**src/sv/srtt_pkg.sv**
```systemverilog
// ----------------------------------------------------------------------------
// srtt_pkg: shared types and constants for the radix-to-text converter
// opcodes, character codes and the divider status record
// ----------------------------------------------------------------------------
package srtt_pkg;

  localparam int WORD_W = 32;
  localparam int CHAR_W = 8;
  localparam int CODE_W = 7;

  localparam logic [1:0] OP_CLEAR   = 2'd0;
  localparam logic [1:0] OP_APPEND  = 2'd1;
  localparam logic [1:0] OP_CONVERT = 2'd2;

  localparam logic [CHAR_W-1:0] CH_PLUS  = 8'h2B;
  localparam logic [CHAR_W-1:0] CH_MINUS = 8'h2D;
  localparam logic [CHAR_W-1:0] CH_SPACE = 8'h20;
  localparam logic [CHAR_W-1:0] CH_TILDE = 8'h7E;
  localparam logic [CHAR_W-1:0] CH_NL    = 8'h0A;

  typedef struct packed {
    logic busy;
    logic done;
  } srtt_div_stat_t;

endpackage

```
**src/sv/signed_radix_to_text.sv**
```systemverilog
// ----------------------------------------------------------------------------
// signed_radix_to_text: signed 32-bit number to text in a loaded alphabet
// clear and append items build the alphabet, convert items emit characters
// ----------------------------------------------------------------------------
// clear, append and an invalid convert are handled on accept and leave busy low
// convert: D digits (1 to 32), each the remainder of a pass through the shared
//   divider, are buffered and then emitted most significant first
// one item at a time: busy stays high until the newline has been emitted
// the receiver cannot stall: each character is shown for one cycle only
// synchronous active-low reset empties the alphabet; the stores are not cleared
module signed_radix_to_text #(
  parameter int MAX_SYMBOLS = 128,
  parameter int MAX_DIGITS  = 32
) (
  input  logic                        clk,
  input  logic                        rst_n,
  input  logic                        start,
  output logic                        busy,
  input  logic [1:0]                  in_opcode,
  input  logic [srtt_pkg::CHAR_W-1:0] in_symbol,
  input  logic signed [31:0]          in_number,
  output logic                        out_valid,
  output logic [srtt_pkg::CHAR_W-1:0] out_char,
  output logic                        out_last
);
  import srtt_pkg::*;

  localparam int CNT_W  = $clog2(MAX_SYMBOLS + 1);   // symbol count and base
  localparam int SYM_AW = $clog2(MAX_SYMBOLS);       // alphabet address
  localparam int DIG_AW = $clog2(MAX_DIGITS);        // digit buffer address
  localparam int NDIG_W = $clog2(MAX_DIGITS + 1);    // digit count

  localparam logic [1:0] S_IDLE   = 2'd0;
  localparam logic [1:0] S_DIV    = 2'd1;
  localparam logic [1:0] S_RD_DIG = 2'd2;
  localparam logic [1:0] S_OUT    = 2'd3;

  // state and alphabet bookkeeping
  logic [1:0]        state_r;
  logic              rd_sym_r;    // second read stage of a digit
  logic [127:0]      presence_r;
  logic [CNT_W-1:0]  count_r;
  logic              bad_r;
  logic [NDIG_W-1:0] ndig_r;

  // stores
  logic [CODE_W-1:0] sym_mem [MAX_SYMBOLS];
  logic [SYM_AW-1:0] dig_mem [MAX_DIGITS];
  logic [SYM_AW-1:0] dig_rd_r;
  logic [CODE_W-1:0] sym_rd_r;

  // output register
  logic              out_valid_r;
  logic [CHAR_W-1:0] out_char_r;
  logic              out_last_r;

  // divider hookup
  srtt_div_stat_t    div_stat;
  logic              div_start;
  logic [WORD_W-1:0] div_dividend;
  logic [WORD_W-1:0] div_quot;
  logic [CNT_W-1:0]  div_rem;

  logic              accept;
  logic              alpha_ok;
  logic              forbidden;
  logic [CODE_W-1:0] code;
  logic [WORD_W-1:0] num_u;
  logic [WORD_W-1:0] mag;
  logic [NDIG_W-1:0] ndig_dec;
  logic              dig_wr;

  assign busy     = (state_r != S_IDLE);
  assign accept   = start && !busy;
  assign alpha_ok = !bad_r && (count_r >= CNT_W'(2));
  assign code     = in_symbol[CODE_W-1:0];
  assign forbidden = (in_symbol == CH_PLUS) || (in_symbol == CH_MINUS) ||
                     (in_symbol < CH_SPACE) || (in_symbol > CH_TILDE);

  // magnitude through unsigned negation covers the most negative value
  assign num_u = in_number;
  assign mag   = num_u[WORD_W-1] ? (WORD_W'(0) - num_u) : num_u;

  // first division from the accepted number, later ones from the quotient
  assign div_start    = (accept && (in_opcode == OP_CONVERT) && alpha_ok) ||
                        ((state_r == S_DIV) && div_stat.done && (div_quot != '0));
  assign div_dividend = (state_r == S_IDLE) ? mag : div_quot;

  assign dig_wr   = (state_r == S_DIV) && div_stat.done &&
                    (ndig_r < NDIG_W'(MAX_DIGITS));
  assign ndig_dec = ndig_r - 1'b1;

  srtt_divider #(
    .DIV_W (CNT_W)
  ) u_div (
    .clk       (clk),
    .rst_n     (rst_n),
    .start     (div_start),
    .dividend  (div_dividend),
    .divisor   (count_r),
    .stat      (div_stat),
    .quotient  (div_quot),
    .remainder (div_rem)
  );

  // alphabet bookkeeping and the sequencer
  always_ff @(posedge clk) begin
    if (!rst_n) begin
      state_r     <= S_IDLE;
      rd_sym_r    <= 1'b0;
      presence_r  <= '0;
      count_r     <= '0;
      bad_r       <= 1'b0;
      ndig_r      <= '0;
      out_valid_r <= 1'b0;
      out_last_r  <= 1'b0;
    end else begin
      out_valid_r <= 1'b0;
      out_last_r  <= 1'b0;
      unique case (state_r)
        S_IDLE: begin
          if (accept) begin
            unique case (in_opcode)
              OP_CLEAR: begin
                presence_r <= '0;
                count_r    <= '0;
                bad_r      <= 1'b0;
              end
              OP_APPEND: begin
                if (count_r == CNT_W'(MAX_SYMBOLS)) begin
                  bad_r <= 1'b1;     // alphabet full, symbol dropped
                end else begin
                  count_r <= count_r + 1'b1;
                  if (forbidden) begin
                    bad_r <= 1'b1;
                  end else begin
                    if (presence_r[code]) begin
                      bad_r <= 1'b1;  // repeated symbol
                    end
                    presence_r[code] <= 1'b1;
                  end
                end
              end
              OP_CONVERT: begin
                if (alpha_ok) begin
                  state_r <= S_DIV;
                  ndig_r  <= '0;
                  if (num_u[WORD_W-1]) begin
                    out_valid_r <= 1'b1;  // leading minus sign
                  end
                end
              end
              default: begin
              end
            endcase
          end
        end
        S_DIV: begin
          if (div_stat.done) begin
            if (dig_wr) begin
              ndig_r <= ndig_r + 1'b1;
            end
            if (div_quot == '0) begin
              state_r <= S_RD_DIG;
            end
          end
        end
        S_RD_DIG: begin
          // digits go out most significant first
          if (ndig_r == '0) begin
            out_valid_r <= 1'b1;
            out_last_r  <= 1'b1;
            state_r     <= S_IDLE;
          end else begin
            ndig_r   <= ndig_dec;
            rd_sym_r <= 1'b1;
            state_r  <= S_OUT;
          end
        end
        S_OUT: begin
          // first pass waits for the alphabet read, the second registers the character
          if (rd_sym_r) begin
            rd_sym_r <= 1'b0;
          end else begin
            out_valid_r <= 1'b1;
            state_r     <= S_RD_DIG;
          end
        end
        default: begin
          state_r <= S_IDLE;
        end
      endcase
    end
  end

  // output character payload
  always_ff @(posedge clk) begin
    if (state_r == S_IDLE) begin
      out_char_r <= CH_MINUS;
    end else if (state_r == S_RD_DIG) begin
      out_char_r <= CH_NL;
    end else begin
      out_char_r <= {1'b0, sym_rd_r};
    end
  end

  // alphabet store: written on append, read at the digit value
  always_ff @(posedge clk) begin
    if (accept && (in_opcode == OP_APPEND) && (count_r != CNT_W'(MAX_SYMBOLS))) begin
      sym_mem[count_r[SYM_AW-1:0]] <= code;
    end
    sym_rd_r <= sym_mem[dig_rd_r];
  end

  // digit buffer: remainders, least significant first
  always_ff @(posedge clk) begin
    if (dig_wr) begin
      dig_mem[ndig_r[DIG_AW-1:0]] <= div_rem[SYM_AW-1:0];
    end
    dig_rd_r <= dig_mem[ndig_dec[DIG_AW-1:0]];
  end

  assign out_valid = out_valid_r;
  assign out_char  = out_char_r;
  assign out_last  = out_last_r;

  // a character only follows a conversion in progress or its accept
  a_out_source: assert property (@(posedge clk) disable iff (!rst_n)
    out_valid |-> ($past(state_r) != S_IDLE) || $past(start && !busy))
    else $error("character emitted outside a conversion");

  a_last_valid: assert property (@(posedge clk) disable iff (!rst_n)
    out_last |-> out_valid)
    else $error("last marker without a character");

  a_bad_silent: assert property (@(posedge clk) disable iff (!rst_n)
    (accept && (in_opcode == OP_CONVERT) && !alpha_ok) |=> !out_valid && !busy)
    else $error("invalid alphabet produced output");

  a_div_owned: assert property (@(posedge clk) disable iff (!rst_n)
    (div_stat.busy || div_stat.done) |-> (state_r == S_DIV))
    else $error("divider active outside the division phase");

  a_ndig_range: assert property (@(posedge clk) disable iff (!rst_n)
    ndig_r <= NDIG_W'(MAX_DIGITS))
    else $error("digit count beyond buffer depth");

endmodule

```
**src/sv/srtt_divider.sv**
```systemverilog
// ----------------------------------------------------------------------------
// srtt_divider: shared iterative divider
// restoring division of a 32-bit word by a narrow divisor, one bit a cycle
// ----------------------------------------------------------------------------
module srtt_divider #(
  parameter int DIV_W = 8
) (
  input  logic                        clk,
  input  logic                        rst_n,
  input  logic                        start,
  input  logic [srtt_pkg::WORD_W-1:0] dividend,
  input  logic [DIV_W-1:0]            divisor,
  output srtt_pkg::srtt_div_stat_t    stat,
  output logic [srtt_pkg::WORD_W-1:0] quotient,
  output logic [DIV_W-1:0]            remainder
);
  import srtt_pkg::*;

  localparam int CNT_W = $clog2(WORD_W);

  logic [WORD_W-1:0] quot_r;
  logic [DIV_W-1:0]  rem_r;
  logic [CNT_W-1:0]  cnt_r;
  logic              busy_r;
  logic              done_r;
  logic [DIV_W:0]    shifted;
  logic [DIV_W:0]    diff;
  logic              ge;

  assign shifted = {rem_r, quot_r[WORD_W-1]};
  assign diff    = shifted - {1'b0, divisor};
  assign ge      = (shifted >= {1'b0, divisor});

  always_ff @(posedge clk) begin
    if (!rst_n) begin
      busy_r <= 1'b0;
      done_r <= 1'b0;
      cnt_r  <= '0;
    end else begin
      done_r <= 1'b0;
      if (start) begin
        busy_r <= 1'b1;
        cnt_r  <= '0;
      end else if (busy_r) begin
        cnt_r <= cnt_r + 1'b1;
        if (cnt_r == CNT_W'(WORD_W - 1)) begin
          busy_r <= 1'b0;
          done_r <= 1'b1;
        end
      end
    end
  end

  // datapath, no reset needed
  always_ff @(posedge clk) begin
    if (start) begin
      quot_r <= dividend;
      rem_r  <= '0;
    end else if (busy_r) begin
      quot_r <= {quot_r[WORD_W-2:0], ge};
      rem_r  <= ge ? diff[DIV_W-1:0] : shifted[DIV_W-1:0];
    end
  end

  assign stat.busy = busy_r;
  assign stat.done = done_r;
  assign quotient  = quot_r;
  assign remainder = rem_r;

endmodule
```
**config.mk**
```make
export PLATFORM = sky130hd
export DESIGN_NAME = signed_radix_to_text
export DESIGN_NICKNAME = d
export VERILOG_FILES = /design/src/sv/srtt_pkg.sv /design/src/sv/signed_radix_to_text.sv /design/src/sv/srtt_divider.sv
export SDC_FILE = /design/constraint.sdc
export NUM_CORES = 2
export LEC_CHECK = 0
export ABC_CLOCK_PERIOD_IN_PS = 4900
export BUFFER_PORTS_ARGS = -buffer_cell sky130_fd_sc_hd__buf_2
export CAP_MARGIN = 20
export CELL_PAD_IN_SITES_DETAIL_PLACEMENT = 2
export CELL_PAD_IN_SITES_GLOBAL_PLACEMENT = 2
export CORE_UTILIZATION = 52
export CTS_CLUSTER_SIZE = 10
export DETAILED_ROUTE_END_ITERATION = 12
export GPL_ROUTABILITY_DRIVEN = 0
export PLACE_DENSITY_LB_ADDON = 0.1
export SLEW_MARGIN = 20
export SYNTH_ARGS = -nofsm -noshare
export SYNTH_HDL_FRONTEND = slang
export SYNTH_HIERARCHICAL = 1
export SYNTH_SLANG_ARGS = --single-unit
```
**constraint.sdc**
```tcl
create_clock -name clk -period 4.9 [get_ports clk]
set_input_delay 0.98 -clock clk [delete_from_list [all_inputs] [get_ports clk]]
set_output_delay 0.98 -clock clk [all_outputs]
set_load 0.03 [all_outputs]
```
==> impl_metrics.json <==
{
  "outcome": "completed",
  "cts_resized": 0,
  "maxCapViolations": 0,
  "antenna_found_initial": 14,
  "period_minus_slack_ns": 4.03,
  "pre_cts_ws_ns": 0.350,
  "worstSkewPairLatency_ns": 0.85,
  "start_kind": "flip-flop",
  "dpl_cell_area_mm2": 0.0538,
  "cts_htree_levels": 4,
  "hold_path_startpoint": "presence_r[49]",
  "fin_crit_sh_pct": 82.2,
  "drive_gt1_share_pct": 21.3,
  "slowest_delay_ns": 0.67,
  "critPathSlowestCell": "buf_4",
  "holdPathEnd": "presence_r[49]",
  "placedCellCount": 4173,
  "drc": 0,
  "fin_area_mm2": 0.0583,
  "grt_overflow": 0,
  "cp.required_ns": 3.92,
  "postCtsSetupRepairBufs": 0,
  "rows": 115,
  "fin_ws_ns": 0.873,
  "tightest_slew_ns": 1.22,
  "r2r-start": "state_r[0]",
  "crit_buf_inv": 4,
  "whs_ns": 0.470,
  "grt_start_max_net_pins": 103,
  "port_buffers": 54,
  "drt_wl_total_mm": 192,
  "fmax_mhz": 248,
  "cp.arrival_ns": 3.05,
  "avgRoutedWirePerCell_um": 43.4,
  "netlist_instances": 2957,
  "cp_max_fo": 71,
  "cts-root-buf": "clkbuf_16",
  "die_h_um": 319,
  "cts_inserted_buffers": 151,
  "final-setup-viol-count": 0,
  "skew_ns": 0.0825,
  "die_area_mm2": 0.102,
  "vdd_ir_drop_max_mv": 0.302,
  "cts_tree": "done",
  "finalHoldViolCount": 0,
  "drtIter0Drc": 4081,
  "die_w_um": 319,
  "final_util_pct": 58.9,
  "syn_area_per_cell_um2": 17.6,
  "hold_depth": 2,
  "path_clk_slew_ns": 0.06,
  "netlist_area_mm2": 0.0522,
  "reg2regPathDepth": 9,
  "clock-sinks": 1304,
  "rrSetupSlack_ns": 1.05,
  "total_power_mw": 24.2,
  "dp_hpwl_mm": 112,
  "hp-class": "flip-flop to flip-flop",
  "area_delta_synth_final_pct": 11.7,
  "antenna_left": 0,
  "via_count": 31588,
  "initial_core_util_pct": 52.8,
  "fin_nets": 3112,
  "cpLargestDelayFamily": "buffers and inverters",
  "fin_cells": 4425,
  "grt_util_all_layers_pct": 38.3,
  "rsz0062_at_grt": "false",
  "yosysWarnings": 6,
  "fin_setup_tns_ns": 0,
  "clock_path_buffers": 3,
  "vias_per_cell": 7.14,
  "grt_pass1_vias": 33829,
  "leakagePower_nw": 18.3,
  "rr_endpoint": "count_r[6]",
  "critPathCaptureType": "output port",
  "drt_pass1_iterations": 6,
  "cts_hold_buf": 0,
  "ioPinCount": 56,
  "synth_fp_nets": 3027,
  "core_area_mm2": 0.0989,
  "power_density_mw_per_mm2": 415,
  "grt_pass1_wl_mm": 270,
  "cp_cell_sequence": "inv_1, ha_2, buf_4, inv_1, buf_2",
  "slew_headroom_pct": 18.3,
  "path_class": "flip-flop to output port",
  "cp_common_cell": "inv_1",
  "slew_viol_final": 0
}
[worst max path at each step]
| stage | start | end | cells past startpoint |
|---|---|---|---|
| after CTS | state_r[0] | sym_mem[127][0] | 7 |
| after global placement | in_opcode[1] | sym_mem[121][1] | 7 |
| after floorplan | in_opcode[0] | u_div/quotient[0] | 6 |
| final | state_r[0] | busy | 5 |
| after detailed placement | in_opcode[0] | sym_mem[105][0] | 8 |
| after global routing | state_r[0] | busy | 5 |
[worst reg2reg max path: stages (launching register included)]
cell	delay [ns]
dfxtp_1	0.36
inv_1	0.16
ha_2	0.29
buf_4	0.67
nand3b_1	0.50
a31oi_1	0.69
and3_1	0.32
nand4_1	0.22
xor2_1	0.36
nor2_1	0.09
[final cells by class]
| type | instances | area, µm² |
|---|---|---|
| diodes | 9 | 22.5 |
| clock inverters | 12 | 116 |
| multi-input cells | 1434 | 13600 |
| well taps | 1287 | 1610 |
| inverters | 32 | 120 |
| fillers | 8064 | 40600 |
| repair buffers | 119 | 857 |
| clock buffers | 228 | 4270 |
| flip-flops and latches | 1304 | 37600 |
[registers in the layout (all words and copies together), names as in the netlist, 2 cells and up]
name	count
dig_rd_r	7
u_div/remainder	8
presence_r	96
u_div/cnt_r	5
state_r	2
out_char	7
u_div/quotient	32
count_r	8
ndig_r	6
sym_rd_r	7
sym_mem	896
dig_mem	224
[where the power goes]
part | switching (mW) | total (mW) | internal (mW)
combinational | 0.882 | 1.13 | 0.246
sequential | 0.0311 | 12.3 | 12.2
clock | 4.85 | 10.8 | 5.97
[cell usage in the layout (no fill, tap or decap), drive strengths merged, types with 12 or more instances in the layout]
cell type and n:
xor2 33, buf 119, a31oi 88, a21oi 63, o22ai 117, nand2 75
clkbuf 228, nand3 26, mux2 44, inv 35, edfxtp 1152, mux2i 31
and2 12, xnor2 16, or3 13, nor2b 14, a22oi 34, nor4 39
nor2 333, mux4 295, dfxtp 152, o21ai 21, ha 24
[layer usage]
metal / track usage (%) / share of wire (%) / wire length, µm / vias up
met2: 64.7 / 51 / 97100 / 2058
li1: - / - / - / 12077
met1: 48.0 / 36 / 70100 / 16934
met5: 0 / 0.014 / 27 / -
met4: 18.6 / 5.2 / 10000 / 4
met3: 6.90 / 7.8 / 15000 / 515
Note: power is estimated with default switching activity, not from simulation.
